$ cat config.mk
export PLATFORM = sky130hd
export DESIGN_NAME = pets_queue
export DESIGN_NICKNAME = d
export VERILOG_FILES = /design/src/rtl/periodic_event_table_scheduler_assert.svh /design/src/rtl/pets_pkg.sv /design/src/rtl/pets_queue.sv
export SDC_FILE = /design/constraint.sdc
export NUM_CORES = 1
export LEC_CHECK = 0
export BUFFER_PORTS_ARGS = -buffer_cell sky130_fd_sc_hd__buf_4
export CAP_MARGIN = 20
export CORE_AREA = 3 3 305 307
export CTS_BUF_LIST = sky130_fd_sc_hd__clkbuf_2
export DETAILED_ROUTE_END_ITERATION = 7
export DIE_AREA = 0 0 308 310
export HOLD_SLACK_MARGIN = 0.03
export PLACE_DENSITY = 0.66
export SKIP_CTS_REPAIR_TIMING = 1
export SYNTH_ARGS = -nofsm -noshare
export SYNTH_HDL_FRONTEND = slang
export SYNTH_SLANG_ARGS = --single-unit
$ cat constraint.sdc
create_clock -name clk -period 28.4 [get_ports clk]
set_clock_uncertainty 0.2 [all_clocks]
set_input_delay 8.52 -clock clk [delete_from_list [all_inputs] [get_ports clk]]
set_output_delay 8.52 -clock clk [all_outputs]
set_load 0.02 [all_outputs]
$ cat src/rtl/periodic_event_table_scheduler_assert.svh
// Assertion macros for the scheduler RTL.
// Each macro expects signals clk and rst_n in the scope where it is used.
`ifndef PERIODIC_EVENT_TABLE_SCHEDULER_ASSERT_SVH
`define PERIODIC_EVENT_TABLE_SCHEDULER_ASSERT_SVH
// Implication checked in the same cycle.
`define PETS_ASSERT_IMP(lbl, ante, cons, msg) \
  lbl: assert property (@(posedge clk) disable iff (!rst_n) (ante) |-> (cons)) else $error(msg);
// Implication checked in the cycle after the antecedent.
`define PETS_ASSERT_NXT(lbl, ante, cons, msg) \
  lbl: assert property (@(posedge clk) disable iff (!rst_n) (ante) |=> (cons)) else $error(msg);
`endif

$ cat src/rtl/pets_pkg.sv
// Package for the periodic event table scheduler: request codes, status codes,
// queue item and table entry types, and the back-end state type. No dependencies.
package pets_pkg;

  localparam int MaxEventsDefault = 16;
  localparam int ResultCap        = 16;
  localparam int QueueDepth       = 2;

  // Request codes
  localparam logic [3:0] REQ_TICK      = 4'd0;
  localparam logic [3:0] REQ_ADD_IMM   = 4'd1;
  localparam logic [3:0] REQ_ADD_SIM   = 4'd2;
  localparam logic [3:0] REQ_ADD_MIS   = 4'd3;
  localparam logic [3:0] REQ_ADD_EPO   = 4'd4;
  localparam logic [3:0] REQ_REMOVE    = 4'd5;
  localparam logic [3:0] REQ_SET_START = 4'd6;
  localparam logic [3:0] REQ_SET_CYCLE = 4'd7;
  localparam logic [3:0] REQ_SET_EXEC  = 4'd8;

  // Time base selectors
  localparam logic [1:0] BASE_SIM = 2'd0;
  localparam logic [1:0] BASE_EPO = 2'd1;
  localparam logic [1:0] BASE_MIS = 2'd2;

  // Result status codes
  localparam logic [1:0] ST_OK       = 2'd0;
  localparam logic [1:0] ST_NONE     = 2'd1;
  localparam logic [1:0] ST_FULL     = 2'd2;
  localparam logic [1:0] ST_NOTFOUND = 2'd3;

  localparam logic [32:0] LIM_UNLIMITED = '1;
  localparam logic [32:0] COUNT_TOP     = 33'h0_FFFF_FFFF;
  localparam logic [63:0] TIME_UNSET    = '1;

  typedef enum logic [1:0] {
    K_TICK,
    K_ADD,
    K_LOOKUP,
    K_OTHER
  } kind_t;

  typedef struct packed {
    kind_t       kind;
    logic [3:0]  req_type;
    logic [31:0] event_id;
    logic [1:0]  time_base;
    logic [63:0] start_time;
    logic [63:0] cycle_time;
    logic [32:0] repeat_limit;
    logic [63:0] sim_now;
    logic [63:0] epoch_now;
    logic [63:0] mission_now;
  } req_t;

  typedef struct packed {
    logic [31:0] id;
    logic [63:0] sim_start;
    logic [63:0] epoch_start;
    logic [63:0] mission_start;
    logic [63:0] period;
    logic [32:0] fire_limit;
    logic [32:0] fired_count;
  } entry_t;

  typedef enum logic [3:0] {
    S_IDLE,
    S_RD,
    S_EVAL,
    S_MUL2,
    S_SUM,
    S_CMP,
    S_FIN,
    S_SET,
    S_NF,
    S_SH,
    S_SHW
  } bstate_t;

endpackage

$ cat src/rtl/pets_queue.sv
// Short request queue between front and back end.
// Depends on pets_pkg.
module pets_queue #(
  parameter int DEPTH = pets_pkg::QueueDepth
) (
  input  logic           clk,
  input  logic           rst_n,
  input  logic           push,
  input  pets_pkg::req_t push_item,
  output logic           full,
  input  logic           pop,
  output logic           valid,
  output pets_pkg::req_t pop_item
);

  localparam int PW = (DEPTH > 1) ? $clog2(DEPTH) : 1;
  localparam int CW = $clog2(DEPTH + 1);

  pets_pkg::req_t slot_r [DEPTH];
  logic [PW-1:0] wptr_r, wptr_nxt, rptr_r, rptr_nxt;
  logic [CW-1:0] fill_r, fill_nxt;
  logic do_push, do_pop;

  assign do_push  = push && !full;
  assign do_pop   = pop && valid;
  assign full     = (fill_r == CW'(DEPTH));
  assign valid    = (fill_r != '0);
  assign pop_item = slot_r[rptr_r];

  // Pointer and fill update.
  always_comb begin
    wptr_nxt = wptr_r;
    rptr_nxt = rptr_r;
    fill_nxt = fill_r;
    if (do_push) begin
      wptr_nxt = (wptr_r == PW'(DEPTH - 1)) ? '0 : wptr_r + 1'b1;
    end
    if (do_pop) begin
      rptr_nxt = (rptr_r == PW'(DEPTH - 1)) ? '0 : rptr_r + 1'b1;
    end
    if (do_push && !do_pop) begin
      fill_nxt = fill_r + 1'b1;
    end else if (!do_push && do_pop) begin
      fill_nxt = fill_r - 1'b1;
    end
  end

  always_ff @(posedge clk) begin
    if (!rst_n) begin
      wptr_r <= '0;
      rptr_r <= '0;
      fill_r <= '0;
    end else begin
      wptr_r <= wptr_nxt;
      rptr_r <= rptr_nxt;
      fill_r <= fill_nxt;
    end
  end

  // Storage.
  always_ff @(posedge clk) begin
    if (do_push) begin
      slot_r[wptr_r] <= push_item;
    end
  end

endmodule

==> impl_metrics.py <==
metrics = {
    "status": {
        "status": "completed",
    },
    "clock_tree": {
        "cts_max_level": 4,
        "clockRootBuffer": "clkbuf_2",
        "cts_sinks": 791,
        "cts_buffer_depth": 3,
        "numCtsBuffers": 195,
        "cts_tree": "built",
        "path_clk_slew_ps": 100,
        "clk_latency_ps": 1310,
    },
    "floorplan": {
        "ios": 792,
        "start_util_pct": 33.4,
        "dieArea_um2": 95500,
        "rows": 110,
        "fp.coreArea_um2": 90300,
        "fp.dieW_um": 308,
        "die_h_um": 310,
    },
    "setup_path": {
        "cp-start-kind": "flop",
        "cpPeakStageDelay_ps": 840,
        "endpoint_kind": "output pin",
        "critPathKind": "reg -> out",
        "crit_top_cell": "buf_4",
        "worst-path-max-fanout": 118,
        "cp.required_ps": 19680,
        "reg2regPathDepth": 5,
        "path_cells": "buf_4 -> buf_4 -> buf_12 -> mux2_4 -> buf_4",
        "cp_slowest_cell": "buf_4",
        "worstPathArrival_ps": 5220,
    },
    "place": {
        "port_buffers": 791,
        "gp_congestion": 0.810,
        "dp_hpwl_mm": 50.6,
        "place_inst": 3188,
    },
    "finish": {
        "fin_cells": 3530,
        "finalNetCount": 2607,
        "syn2layout_area_growth_pct": 29.2,
        "drive_gt1_share_pct": 63.8,
        "final_util_pct": 43.2,
    },
    "sta": {
        "finalSetupTns_ps": 0,
        "tightest_slew_ps": 1080,
        "setup_viol": 0,
        "clock.fmax_ghz": 0.0717,
        "whs_ps": 360,
        "finalCriticalPeriod_ps": 13940,
        "report.final.slew_viol_count": 0,
        "rsz0062_at_grt": "false",
        "finalHoldViolations": 0,
        "relSlewSlack_pct": 28.1,
        "fin_crit_sh_pct": 49.1,
    },
    "yosys": {
        "yosysUniqueCellTypes": 24,
        "synthTopCellsByArea": "edfxtp_1 78%, mux2_4 18%, buf_6 1.1%, mux2_2 0.86%, buf_8 0.55%",
        "yosysWarningCount": 0,
        "synthMostInstantiatedCell": "edfxtp_1",
        "synth-async-reset-ratio_pct": 0,
        "synth_edf_count": 786,
        "synth_top_area_cell": "edfxtp_1",
        "synth_cells": 1248,
        "syn-cell-area_um2": 30200,
        "synth_top_area_share_pct": 78.2,
        "ys_top_cells_by_count": "786 x edfxtp_1, 370 x mux2_4, 29 x buf_6, 23 x mux2_2, 11 x buf_8",
        "synth.avg_cell_area_um2": 24.2,
        "seq_area_frac_synth_pct": 78.5,
        "syn-num-nets": 1646,
        "synthFlopType": "edfxtp_1",
        "synth-seq-cells": 791,
    },
    "pwr": {
        "powerDensity_nw_per_um2": 88.3,
        "ir_worst_vdd_mv": 0.0607,
        "p_total_w": 0.00345,
        "leakage_nw": 15.4,
    },
    "drt": {
        "first_pass_iters": 4,
        "vias": 15400,
        "drtAntennaViolNets": 0,
        "drtIter0Drc": 696,
        "avgRoutedWirePerCell_um": 20.5,
        "drc_errors": 0,
        "wirelength_mm": 72.3,
        "avgViaCountPerCell": 4.37,
    },
    "grt": {
        "track_usage_pct": 14.6,
        "antenna_found_initial": 11,
        "grt-ovfl-total": 0,
        "grt_start_max_net_pins": 119,
        "grt_pass1_vias": 17000,
        "grt_first_pass_wirelength_mm": 103,
    },
    "flow_run": {
        "maxCapViolCount": 0,
    },
    "worst_hold_path": {
        "min_path_type": "reg -> reg",
        "min_path_cells": 2,
    },
}
-- critical path, delay by kind of cell, from the launching register on --
family   cells  cell delay (ps)
mux          1              360
flops        1              820
buf+inv      4             2420
-- where the power goes --
group	switching [W]	total [W]	leakage, nW	internal (W)
Combinational	0.000622	0.00119	6.69	0.000568
Clock	0.000436	0.000743	1.33	0.000307
Sequential	0.0000454	0.00151	7.38	0.00147
-- registers in the layout (all words and copies together), names as in the netlist, named ones only --
| register | flops |
|---|---|
| wptr_r | 1 |
| slot_r | 786 |
| fill_r | 2 |
| rptr_r | 1 |
-- metrics by stage --
step                worst slack [ps]  cell area (µm²)
floorplan                       3440            30200
global placement               15630            37200
detailed placement             15490            37200
CTS                            14010            39000
global route                   13960            39000
finish                         14460            39000
-- kinds of logic (layout without fill, tap and decap cells) --
family | Yosys count | count (layout) | synth area share, %
flip-flops | 791 | 791 | 78.5
multiplexers | 393 | 393 | 19.3
buffers and inverters | 46 | 1147 | 1.82
AND/OR/NAND/NOR | 9 | 9 | 0.191
AO/OA/AOI/OAI | 5 | 5 | 0.108
XOR/XNOR | 3 | 3 | 0.0870
adder cells (fa/ha/maj) | 1 | 1 | 0.0414
other | 0 | 5 | 0
-- metal layers --
metal / up-vias / part of all wire, % / track usage (%)
met5: - / 0.089 / 0
met4: 10 / 3.1 / 6.56
met3: 133 / 12 / 8.04
met2: 710 / 51 / 25.2
met1: 7546 / 33 / 14.4
li1: 7038 / - / -
-- layout by cell type, fill, tap and decap left out, types with 2 or more instances in the layout --
cell type   count
and2_1          3
buf_4         807
bufinv_16       5
clkbuf_2      275
clkinv_1       43
clkinv_2        5
clkinv_4        2
clkinvlp_4      2
dfxtp_1         4
diode_2         5
edfxtp_1      786
inv_1           2
inv_2           4
mux2_2         23
mux2_4        370
xnor2_1         2
-- final timing paths --
path	start	end	slack, ps
worst max-delay path	flop	pop_item[320]	14460
worst min-delay path	fill_r[1]	fill_r[1]	360
worst max register to register	fill_r[0]	slot_r[1][326]	23580
worst min register to register	fill_r[1]	fill_r[1]	360
-- final cells by class --
cell class	instances	area, µm²
tap	1176	1470
clock buffer	275	1380
sequential	791	23700
inverter	2	7.51
antenna	5	12.5
clock inverter	62	393
multi-input combinational	411	5950
fill	7994	51300
timing repair buffer	808	6080
Power figures use the tool's default switching activity.
